[src/sv/crss_pkg.sv]
`timescale 1ns / 1ps
`default_nettype none

package crss_pkg;

  localparam int FREQ_W     = 22;
  localparam int BUS_W      = 16;
  localparam int RATIO_W    = 6;
  localparam int IDX_W      = 3;
  localparam int NUM_STATES = 8;
  localparam int CTRL_W     = 13;
  localparam int PORT_W     = 8;
  localparam int CFG_IDX_W  = 2;
  localparam int CFG_DATA_W = 16;

  typedef logic [FREQ_W-1:0]    freq_t;
  typedef logic [RATIO_W-1:0]   ratio_t;
  typedef logic [IDX_W-1:0]     state_idx_t;
  typedef logic [NUM_STATES-1:0] state_mask_t;

  // Register indexes on the configuration port.
  localparam logic [CFG_IDX_W-1:0] CFG_BUS_FREQ     = 2'd0;
  localparam logic [CFG_IDX_W-1:0] CFG_MAX_RATIO    = 2'd1;
  localparam logic [CFG_IDX_W-1:0] CFG_DRIVER_READY = 2'd2;

  localparam ratio_t MAX_RATIO_RESET = 6'd60;

  // Action codes.
  localparam logic ACT_VERIFY = 1'b0;
  localparam logic ACT_APPLY  = 1'b1;

  // Policy modes.
  localparam logic [1:0] MODE_POWERSAVE   = 2'd0;
  localparam logic [1:0] MODE_PERFORMANCE = 2'd1;

  // Status codes.
  localparam logic [1:0] ST_OK         = 2'd0;
  localparam logic [1:0] ST_NOT_READY  = 2'd1;
  localparam logic [1:0] ST_RATIO_HIGH = 2'd2;
  localparam logic [1:0] ST_NO_ACTION  = 2'd3;

  // Fixed states: the lowest and highest ratio entries.
  localparam state_idx_t IDX_LOWEST  = 3'd4;
  localparam state_idx_t IDX_HIGHEST = 3'd6;

  localparam logic [CTRL_W-1:0] CTRL_FIXED = 13'h1600;
  localparam logic [3:0]        PORT_KEEP  = 4'hF;

  typedef struct packed {
    logic                action;
    freq_t               low_freq;
    freq_t               high_freq;
    logic [1:0]          policy_mode;
    logic [PORT_W-1:0]   port_read;
  } req_t;

  typedef struct packed {
    freq_t               out_low;
    freq_t               out_high;
    state_idx_t          state_index;
    logic [CTRL_W-1:0]   control_word;
    freq_t               old_freq;
    freq_t               new_freq;
    logic                write_port;
    logic [1:0]          status;
  } rsp_t;

  // Configuration and the per-state frequencies derived from it.
  typedef struct packed {
    logic [BUS_W-1:0]             bus_freq;
    ratio_t                       max_ratio;
    logic                         driver_ready;
    freq_t [NUM_STATES-1:0]       state_freq;
    freq_t                        bound_min;
    freq_t                        bound_max;
  } cfg_t;

  // Clock ratio of each state, in tenths.
  function automatic ratio_t ratio_of(state_idx_t idx);
    ratio_t r;
    case (idx)
      3'd0:    r = 6'd45;
      3'd1:    r = 6'd50;
      3'd2:    r = 6'd40;
      3'd3:    r = 6'd55;
      3'd4:    r = 6'd20;
      3'd5:    r = 6'd30;
      3'd6:    r = 6'd60;
      3'd7:    r = 6'd35;
      default: r = 6'd20;
    endcase
    return r;
  endfunction

  // State index holding the rank-th smallest ratio.
  function automatic state_idx_t asc_index(state_idx_t rank);
    state_idx_t idx;
    case (rank)
      3'd0:    idx = 3'd4;
      3'd1:    idx = 3'd5;
      3'd2:    idx = 3'd7;
      3'd3:    idx = 3'd2;
      3'd4:    idx = 3'd0;
      3'd5:    idx = 3'd1;
      3'd6:    idx = 3'd3;
      3'd7:    idx = 3'd6;
      default: idx = 3'd6;
    endcase
    return idx;
  endfunction

  // Lowest-ratio state in the mask, or dflt when the mask is empty.
  function automatic state_idx_t pick_lowest(state_mask_t mask, state_idx_t dflt);
    state_idx_t j;
    j = dflt;
    for (int r = NUM_STATES - 1; r >= 0; r--) begin
      if (mask[asc_index(IDX_W'(r))]) begin
        j = asc_index(IDX_W'(r));
      end
    end
    return j;
  endfunction

  // Highest-ratio state in the mask, or dflt when the mask is empty.
  function automatic state_idx_t pick_highest(state_mask_t mask, state_idx_t dflt);
    state_idx_t j;
    j = dflt;
    for (int r = 0; r < NUM_STATES; r++) begin
      if (mask[asc_index(IDX_W'(r))]) begin
        j = asc_index(IDX_W'(r));
      end
    end
    return j;
  endfunction

  // Index of the set bit of a one-hot mask.
  function automatic state_idx_t onehot_index(state_mask_t mask);
    state_idx_t j;
    j = '0;
    for (int k = 0; k < NUM_STATES; k++) begin
      if (mask[k]) begin
        j = j | IDX_W'(k);
      end
    end
    return j;
  endfunction

endpackage

`default_nettype wire

[src/sv/crss_cfg.sv]
`timescale 1ns / 1ps
`default_nettype none

module crss_cfg (
  input  wire logic                                clk,
  input  wire logic                                rst,
  input  wire logic                                wr_en,
  input  wire logic [crss_pkg::CFG_IDX_W-1:0]      wr_index,
  input  wire logic [crss_pkg::CFG_DATA_W-1:0]     wr_data,
  output crss_pkg::cfg_t                           cfg
);
  import crss_pkg::*;

  logic [BUS_W-1:0]       bus_freq;
  ratio_t                 max_ratio;
  logic                   driver_ready;
  freq_t [NUM_STATES-1:0] state_freq;
  freq_t                  bound_min;
  freq_t                  bound_max;

  always_ff @(posedge clk) begin
    if (rst) begin
      bus_freq     <= '0;
      max_ratio    <= MAX_RATIO_RESET;
      driver_ready <= 1'b0;
    end else if (wr_en) begin
      case (wr_index)
        CFG_BUS_FREQ:     bus_freq     <= wr_data[BUS_W-1:0];
        CFG_MAX_RATIO:    max_ratio    <= wr_data[RATIO_W-1:0];
        CFG_DRIVER_READY: driver_ready <= wr_data[0];
        default:          ;
      endcase
    end
  end

  // Scaled state table, refreshed every cycle; all products fit in 22 bits.
  always_ff @(posedge clk) begin
    for (int k = 0; k < NUM_STATES; k++) begin
      state_freq[k] <= FREQ_W'(bus_freq) * FREQ_W'(ratio_of(IDX_W'(k)));
    end
    bound_min <= FREQ_W'(bus_freq) * FREQ_W'(ratio_of(IDX_LOWEST));
    bound_max <= FREQ_W'(bus_freq) * FREQ_W'(max_ratio);
  end

  always_comb begin
    cfg.bus_freq     = bus_freq;
    cfg.max_ratio    = max_ratio;
    cfg.driver_ready = driver_ready;
    cfg.state_freq   = state_freq;
    cfg.bound_min    = bound_min;
    cfg.bound_max    = bound_max;
  end

endmodule

`default_nettype wire

[src/sv/crss_eval.sv]
`timescale 1ns / 1ps
`default_nettype none

module crss_eval (
  input  wire crss_pkg::cfg_t cfg,
  input  wire crss_pkg::req_t req,
  output crss_pkg::rsp_t      rsp
);
  import crss_pkg::*;

  freq_t       lo_up, hi_up, lo_cut, hi_cut, lo_clamp;
  freq_t       cmp_lo, cmp_hi;
  state_mask_t fit;
  state_mask_t above_lo;
  logic        single_fit;
  state_idx_t  j;
  logic        go;

  // Verify clamping: raise to the lower bound, cut to the upper, then low to high.
  always_comb begin
    lo_up    = (req.low_freq  < cfg.bound_min) ? cfg.bound_min : req.low_freq;
    hi_up    = (req.high_freq < cfg.bound_min) ? cfg.bound_min : req.high_freq;
    lo_cut   = (lo_up > cfg.bound_max) ? cfg.bound_max : lo_up;
    hi_cut   = (hi_up > cfg.bound_max) ? cfg.bound_max : hi_up;
    lo_clamp = (lo_cut > hi_cut) ? hi_cut : lo_cut;
  end

  // One comparator bank serves both actions.
  always_comb begin
    cmp_lo = (req.action == ACT_APPLY) ? req.low_freq  : lo_clamp;
    cmp_hi = (req.action == ACT_APPLY) ? req.high_freq : hi_cut;
    for (int k = 0; k < NUM_STATES; k++) begin
      fit[k]      = (cmp_lo <= cfg.state_freq[k]) && (cmp_hi >= cfg.state_freq[k]);
      above_lo[k] = cfg.state_freq[k] >= lo_clamp;
    end
    single_fit = (fit != '0) && ((fit & (fit - state_mask_t'(1))) == '0);
  end

  always_comb begin
    rsp          = '0;
    rsp.out_low  = req.low_freq;
    rsp.out_high = req.high_freq;
    j            = onehot_index(fit);
    go           = 1'b0;

    if (req.action == ACT_VERIFY) begin
      if (cfg.bus_freq == '0) begin
        rsp.status = ST_NO_ACTION;
      end else begin
        rsp.status  = ST_OK;
        rsp.out_low = lo_clamp;
        if (fit == '0) begin
          // No state in range: lift the high limit to the next state up.
          rsp.out_high = cfg.state_freq[pick_lowest(above_lo, IDX_HIGHEST)];
        end else begin
          rsp.out_high = hi_cut;
        end
      end
    end else if (!cfg.driver_ready) begin
      rsp.status = ST_NOT_READY;
    end else if (single_fit) begin
      go = 1'b1;
    end else if (req.policy_mode == MODE_POWERSAVE ||
                 req.policy_mode == MODE_PERFORMANCE) begin
      j = (req.policy_mode == MODE_POWERSAVE) ? pick_lowest(fit, IDX_HIGHEST)
                                              : pick_highest(fit, IDX_LOWEST);
      if (ratio_of(j) > cfg.max_ratio) begin
        rsp.status      = ST_RATIO_HIGH;
        rsp.state_index = j;
      end else begin
        go = 1'b1;
      end
    end else begin
      rsp.status = ST_NO_ACTION;
    end

    if (go) begin
      rsp.status       = ST_OK;
      rsp.state_index  = j;
      rsp.old_freq     = cfg.state_freq[req.port_read[7:5]];
      rsp.new_freq     = cfg.state_freq[j];
      rsp.control_word = CTRL_FIXED | (CTRL_W'(j) << 5) |
                         CTRL_W'(req.port_read[3:0] & PORT_KEEP);
      rsp.write_port   = 1'b1;
    end
  end

endmodule

`default_nettype wire

[src/sv/clock_ratio_state_selector.sv]
`timescale 1ns / 1ps
`default_nettype none

// Clock ratio state selector: one frequency policy request in, one result out.
// An accepted request is held in stage one; its result is registered into the
// result register when that register is empty or its result is being taken.
// One request per cycle is sustained while the result side keeps up.
// Synchronous reset empties the pipeline and sets bus_freq 0, max_ratio 60,
// driver_ready 0. Requests see a configuration write once it is registered.
module clock_ratio_state_selector (
  input  wire logic                             clk,
  input  wire logic                             rst,
  input  wire logic                             req_valid,
  output logic                                  req_ready,
  input  wire crss_pkg::req_t                   req,
  output logic                                  rsp_valid,
  input  wire logic                             rsp_ready,
  output crss_pkg::rsp_t                        rsp,
  input  wire logic                             cfg_valid,
  output logic                                  cfg_ready,
  input  wire logic [crss_pkg::CFG_IDX_W-1:0]   cfg_index,
  input  wire logic [crss_pkg::CFG_DATA_W-1:0]  cfg_data
);
  import crss_pkg::*;

  // Stage one holds the accepted request; stage two is the result register.
  logic   s1_valid;
  req_t   s1_req;
  logic   rsp_load;
  cfg_t   cfg;
  rsp_t   eval_rsp;

  // The configuration registers take a write in any cycle.
  assign cfg_ready = 1'b1;

  // The result register loads when it is empty or its result is being taken.
  // Stage one then moves on; while a result waits, only an empty stage one fills.
  assign rsp_load  = !rsp_valid || rsp_ready;
  assign req_ready = !s1_valid || rsp_load;

  crss_cfg u_cfg (
    .clk      (clk),
    .rst      (rst),
    .wr_en    (cfg_valid && cfg_ready),
    .wr_index (cfg_index),
    .wr_data  (cfg_data),
    .cfg      (cfg)
  );

  // All comparisons and the state choice settle between the two registers.
  // The scaled state table comes registered from the configuration block.
  crss_eval u_eval (
    .cfg (cfg),
    .req (s1_req),
    .rsp (eval_rsp)
  );

  always_ff @(posedge clk) begin
    if (rst) begin
      s1_valid  <= 1'b0;
      rsp_valid <= 1'b0;
    end else begin
      if (req_ready) begin
        s1_valid <= req_valid;
      end
      if (rsp_load) begin
        rsp_valid <= s1_valid;
      end
    end
  end

  // Payload registers carry no reset.
  always_ff @(posedge clk) begin
    if (req_valid && req_ready) begin
      s1_req <= req;
    end
    if (rsp_load && s1_valid) begin
      rsp <= eval_rsp;
    end
  end

endmodule

`default_nettype wire

[config.mk]
export PLATFORM = sky130hd
export DESIGN_NAME = clock_ratio_state_selector
export DESIGN_NICKNAME = d
export VERILOG_FILES = /design/src/sv/crss_pkg.sv /design/src/sv/crss_cfg.sv /design/src/sv/crss_eval.sv /design/src/sv/clock_ratio_state_selector.sv
export SDC_FILE = /design/constraint.sdc
export NUM_CORES = 2
export LEC_CHECK = 0
export BUFFER_PORTS_ARGS = -buffer_cell sky130_fd_sc_hd__buf_4
export CORE_MARGIN = 4
export CORE_UTILIZATION = 60
export CTS_CLUSTER_DIAMETER = 30
export DETAILED_ROUTE_END_ITERATION = 6
export PLACE_DENSITY_LB_ADDON = 0.1
export SYNTH_ARGS = -nofsm -noshare
export SYNTH_HDL_FRONTEND = slang
export SYNTH_HIERARCHICAL = 1
export SYNTH_SLANG_ARGS = --single-unit
[constraint.sdc]
create_clock -name clk -period 17.6 [get_ports clk]
set_input_delay 4.4 -clock clk [delete_from_list [all_inputs] [get_ports clk]]
set_output_delay 4.4 -clock clk [all_outputs]
set_load 0.01 [all_outputs]
# Word-level counts from Yosys, hierarchy flattened
# Memories as Yosys holds them, arrays and structs flattened.
# Index checks and enable logic that the tools add are counted.
[word_totals] output_inout_bits=110 inputBits=78 word_cells=282 rom_bits=48 mem_count=1 ff_bits=395
[memory_table] memory="(name not given)" words=8 width=6 read_ports=1 rd_clocked_by_memory_dff=0 wr=0 line="crss_pkg.sv:81" rtl="case (idx)"
[op_classes] eq_ne=3 mux=164 n_bitwise=2 n_mul=10 n_addsub=1 n_reduce_logical=25 magnitude_cmp=48
[op_table] op="$ge 22x22->1" count=16
[op_table] op="$mux 3" count=97
[op_table] op="$mux 22" count=11
[op_table] op="$bmux 22 s3" count=3
[op_table] op="$le 22x22->1" count=8
[op_table] op="$mux 44" count=2
[op_table] op="$lt 3x4->1 const B" count=18
[op_table] op="$gt 22x22->1" count=3
[op_table] op="$mul 16x6->22 const B" count=3
[op_table] op="$mux 63" count=1
[op_table] op="$mul 16x3->19 const B" count=3
[op_table] op="$bmux 1 s3" count=15
[op_table] op="$lt 22x21->1" count=2
[op_table] op="$mul 16x4->20 const B" count=2
[op_table] op="$mux 6" count=4
[op_table] op="$mul 16x6->22" count=1
[op_table] op="$mux 1" count=22
[op_table] op="$mul 16x5->21 const B" count=1
[op_table] op="$mux 2" count=9
[op_table] op="$logic_not 16->1" count=1
[op_table] op="$logic_not 8->1" count=2
[op_table] op="$or 13x4->13" count=1
[op_table] op="$logic_and 1x1->1" count=11
[op_table] op="$and 8x8->8" count=1
[op_table] op="9 further kinds" count=16

# Logic depth before layout (Yosys ltp)
# An unclocked memory read counts as a cell.
[depth] word_depth=42 ltp_mapped=64 ltp_nobuf=60

# Cells and area by module
# Netlist, hierarchy kept.
[by_module_without_submodules] mod="crss_eval" seq_area_each_um2=0.0 area_each_um2=21267.9 n_inst=1 cells_per_inst=2741
[by_module_without_submodules] mod="crss_cfg" seq_area_each_um2=3203.1 area_each_um2=15412.3 n_inst=1 cells_per_inst=1661
[by_module_without_submodules] mod="clock_ratio_state_selector" seq_area_each_um2=4904.7 area_each_um2=4979.8 n_inst=1 cells_per_inst=174

# Least setup slack after synthesis
# Ideal clock, no wire load.
[synth_timing] path_kind="reg2reg" from="register s1_req[39] (netlist name)" to="register rsp[10] (netlist name), data pin" arrival_ps=11532 n_path_buf=4 path_slack_ps=5811 path_stages_with_launch=61 cell_sequence="edfxtp_1 > ha_1 > a21o_1 > a21o_1 > a21oi_1 > o211ai_1 > a21oi_1 > inv_1 > a21oi_1 > buf_1 > mux2_2 > ha_1 > nand4_1 > or4_1 > nor3_1 > o21bai_1 > buf_1 > mux2i_1 > (+25 left out) > a21oi_1 > inv_1 > ha_1 > nor3_1 > a21oi_1 > ha_1 > o21a_1 > o21a_1 > o21ai_0 > nand2b_1 > a21oi_1 > a31oi_1 > nor2_1 > and3_1 > o21bai_1 > clkbuf_1 > a21oi_1 > a22o_1"
[synth_between] elab_chain_len=34 word_cells_on_any_way=91
[synth_lines] element="start: declaration" line="clock_ratio_state_selector.sv:28" rtl="req_t s1_req;"
[synth_lines] element="start signal: assignment" line="clock_ratio_state_selector.sv:75" rtl="s1_req <= req;"
[synth_lines] element="$lt 22x21->1" line="crss_eval.sv:21" rtl="lo_up = (req.low_freq < cfg.bound_min) ? cfg.bound_min : req.low_freq;"
[synth_lines] element="$mux 22" line="crss_eval.sv:21"
[synth_lines] element="$gt 22x22->1" line="crss_eval.sv:23" rtl="lo_cut = (lo_up > cfg.bound_max) ? cfg.bound_max : lo_up;"
[synth_lines] element="$mux 22" line="crss_eval.sv:23"
[synth_lines] element="$gt 22x22->1" line="crss_eval.sv:25" rtl="lo_clamp = (lo_cut > hi_cut) ? hi_cut : lo_cut;"
[synth_lines] element="$mux 22" line="crss_eval.sv:25"
[synth_lines] element="$mux 22 *" line="crss_eval.sv:30" rtl="cmp_lo = (req.action == ACT_APPLY) ? req.low_freq : lo_clamp;"
[synth_lines] element="$le 22x22->1" line="crss_eval.sv:33" rtl="fit[k] = (cmp_lo <= cfg.state_freq[k]) && (cmp_hi >= cfg.state_freq[k]);"
[synth_lines] element="(+18 left out)"
[synth_lines] element="$mux 6" line="crss_eval.sv:59" rtl="end else if (!cfg.driver_ready) begin"
[synth_lines] element="$mux 6" line="crss_eval.sv:46" rtl="if (req.action == ACT_VERIFY) begin"
[synth_lines] element="$gt 6x6->1" line="crss_eval.sv:67" rtl="if (ratio_of(j) > cfg.max_ratio) begin"
[synth_lines] element="$mux 1" line="crss_eval.sv:67"
[synth_lines] element="$mux 1" line="crss_eval.sv:63" rtl="end else if (req.policy_mode == MODE_POWERSAVE ||"
[synth_lines] element="$mux 1" line="crss_eval.sv:61" rtl="end else if (single_fit) begin"
[synth_lines] element="$mux 1" line="crss_eval.sv:59"
[synth_lines] element="$mux 1" line="crss_eval.sv:46"
[synth_lines] element="end signal: assignment" line="clock_ratio_state_selector.sv:78" rtl="rsp <= eval_rsp;"
[synth_lines] element="end: declaration" line="clock_ratio_state_selector.sv:18" rtl="output crss_pkg::rsp_t rsp,"
# Mark *: on every way between the ends. The rest lies on a longest branch, timed or not. The select of a mux whose other input is x is not followed.
# A chain may end at the register's enable or synchronous reset.

# Final worst setup path
[layout_timing] from="register u_cfg.state_freq (netlist bit u_cfg/cfg[139])" to="register rsp[50] (netlist name), data pin"
[layout_between] elab_chain_len=27 word_cells_on_any_way=58
[layout_lines] element="start: declaration" line="crss_cfg.sv:17" rtl="freq_t [NUM_STATES-1:0] state_freq;"
[layout_lines] element="start signal: indexed assignment" line="crss_cfg.sv:39" rtl="state_freq[k] <= FREQ_W'(bus_freq) * FREQ_W'(ratio_of(IDX_W'(k)));"
[layout_lines] element="$le 22x22->1 / $ge 22x22->1 (equally long branches)" line="crss_eval.sv:33"
[layout_lines] element="$logic_and 1x1->1 *" line="crss_eval.sv:33"
[layout_lines] element="$bmux 1 s3" line="crss_pkg.sv:117, crss_pkg.sv:129"
[layout_lines] element="$mux 1 (implied by the code)" line="crss_pkg.sv:117, crss_pkg.sv:129"
[layout_lines] element="$mux 3 / $mux 1 (equally long branches)" line="crss_pkg.sv:117, crss_pkg.sv:129"
[layout_lines] element="$mux 3 / $mux 2 (equally long branches)" line="crss_pkg.sv:117, crss_pkg.sv:129"
[layout_lines] element="$mux 3 (on tied branches) (5 in series)" line="crss_pkg.sv:117, crss_pkg.sv:129"
[layout_lines] element="$mux 3" line="crss_eval.sv:63"
[layout_lines] element="(+7 left out)"
[layout_lines] element="$mux 6" line="crss_eval.sv:59"
[layout_lines] element="$mux 6" line="crss_eval.sv:46"
[layout_lines] element="$gt 6x6->1" line="crss_eval.sv:67"
[layout_lines] element="$mux 1" line="crss_eval.sv:67"
[layout_lines] element="$mux 1" line="crss_eval.sv:63"
[layout_lines] element="$mux 1 *" line="crss_eval.sv:61"
[layout_lines] element="$mux 1 *" line="crss_eval.sv:59"
[layout_lines] element="$mux 1 *" line="crss_eval.sv:46"
# Marks and branches as above.

==> run summary <==
Outcome = completed
Post-CTS Setup Repair Bufs = 0
WL/cell = 25.2 um
Hold Violations, Final = 0
Root buffer cell = clkbuf_16
Max Fanout on Critical Path = 22
Post-CTS sizing = 0
Worst path top cell family by delay = compound AO/OA/AOI/OAI gates
Share of layout cells above drive strength 1 = 0.125
CP max stage delay = 1.05 ns
Synth Area per Inst = 9.10 um2
Cells after synthesis = 4575
Synthesized cell area = 0.0416 mm2
Reg2reg start = u_cfg/cfg[139]
Max_cap viols = 0
Slew Limit Fails = 0
Final ANT Viol Nets = 0
Crit path DAT = 16.18 ns
Cts hold-fix bufs = 0
Initial antenna violation count = 9
Final Cycle Share = 0.897
Footprint of the multi-input gates = 0.0303 mm2
Worst Path Required = 18.00 ns
Clk slew on worst S/H paths = 0.05 ns
GRT Util Overall = 0.383
Area Overhead vs Synth = 12.1%
Final number of setup-violating endpoints = 0
Kind of critical path = reg2reg
Crit end category = register
Initial Utilization = 0.606
Max Fclk = 0.0634 GHz
WP buf/inv = 8
# clock sinks = 323
First-pass GRT wire length = 214000 um
Reg2reg path depth = 60
Hold Crit Depth = 2
Hold path start = s1_valid
H-tree lvl count = 3
TritonRoute pass-1 iters = 7
DR DRC count = 0
Most frequent cell on the critical path = a21oi_1
Clock Latency Late Sink = 0.66 ns
Power density over cell area = 114 mW/mm2
Die Area = 0.0737 mm2
Placer congestion estimate = 1.05
Synth Warn # = 6
Number of fillers in the final layout = 5604
RSZ-0062 raised after global routing = no
Leak pwr = 22.7 nW
CTS tree = done
Clock Skew = 0.0564 ns
CP max stage cell = o21bai_2
Routed vias = 36.6k
Detailed Route WL = 145000 um
Die W = 271 um
Die Span Y = 271 um
Register area = 0.00808 mm2
Vias in the first global route = 34.9k
Final WS setup = 1.82 ns
Port buffer count = 185
Total CTS buffers = 78
GR Overflow Total = 0
R2R setup slack = 1.82 ns
Relative slew slack = 0.0884
Final net count = 5829
# IOs = 188
Hold crit path type = reg2reg
Core footprint = 0.0687 mm2
Max Root-Sink Buffers = 3
Final min period = 15.78 ns
Via-per-instance ratio = 6.36
Worst slack, placed = 2.49 ns
Final setup TNS = 0 ns
Startpoint Class = register
IR drop worst, VDD = 0.164 mV
Initial DRC Count = 3940
Pin count of the biggest net entering global routing = 112
FF-to-FF End = rsp[50]
Num rows = 96
Slew @ Worst Pin = 1.37 ns
End of the worst hold path = rsp_valid
Dpl hpwl = 115000 um
[how the worst max path moves through the flow]
stage                               from  slack (ns)       to  cells after the start
after floorplan               s1_req[39]        5.81  rsp[10]                     60
after global placement    u_cfg/cfg[139]        2.63  rsp[47]                     60
after detailed placement  u_cfg/cfg[139]        2.49  rsp[50]                     61
after CTS                 u_cfg/cfg[139]        2.47  rsp[50]                     61
after global routing      u_cfg/cfg[139]        1.29  rsp[50]                     62
final                     u_cfg/cfg[139]        1.82  rsp[50]                     60
[worst min-delay path, delay by kind of cell (launching register included)]
| kind | cells | cell delay (ns) |
|---|---|---|
| flops | 1 | 0.34 |
| buf+inv | 1 | 0.06 |
| compound gates | 1 | 0.05 |
[sequential cells by signal (all words and copies together) (netlist names)]
| signal | count |
|---|---|
| s1_req | 54 |
| u_cfg/max_ratio | 6 |
| rsp_valid | 1 |
| u_cfg/bound_max | 22 |
| u_cfg/bus_freq | 16 |
| rsp | 107 |
| s1_valid | 1 |
| u_cfg/driver_ready | 1 |
| u_cfg/cfg | 115 |
[per-stage QoR]
stage	cells	util	cell area, um2	hold slack, ns	total power [mW]
final	5756	0.679	46700	0.505	5.30
after global routing	5754	0.679	46600	0.525	5.58
after CTS	5754	0.679	46600	0.503	5.18
after detailed placement	5609	0.639	43900	0.485	3.70
after global placement	5609	0.639	43900	0.490	3.64
after floorplan	4590	-	41700	0.462	2.88
[cell usage in the layout, fill, tap and decap left out, drive strengths merged, types with 99 or more instances in the layout]
cell	instances
a21o	159
and2	103
buf	290
edfxtp	161
nor2	200
ha	830
dfxtp	162
nand2	315
fa	163
a21oi	343
nand4	99
mux2i	171
o21ai	217
inv	593
[report_power, final]
| part | internal, mW | switching (mW) |
|---|---|---|
| Sequential | 0.860 | 0.103 |
| Combinational | 1.06 | 1.81 |
| Clock | 0.943 | 0.522 |
| Total | 2.87 | 2.43 |
[cell type report]
type,count,share of cell area
flip-flops and latches,323,0.173
clock buffers,87,0.0434
well taps,931,0.0250
multi-input cells,3486,0.650
clock inverters,58,0.0151
repair buffers,290,0.0469
diodes,2,0.000107
inverters,579,0.0466
[metal layers]
layer / global-route usage / vias up / share of wire
met5: 0 / - / 0.00018
met4: 0.213 / 4 / 0.067
met3: 0.0847 / 565 / 0.10
met2: 0.596 / 1980 / 0.43
met1: 0.497 / 17300 / 0.40
li1: - / 16800 / -
Note: power is estimated with default switching activity, not from simulation.
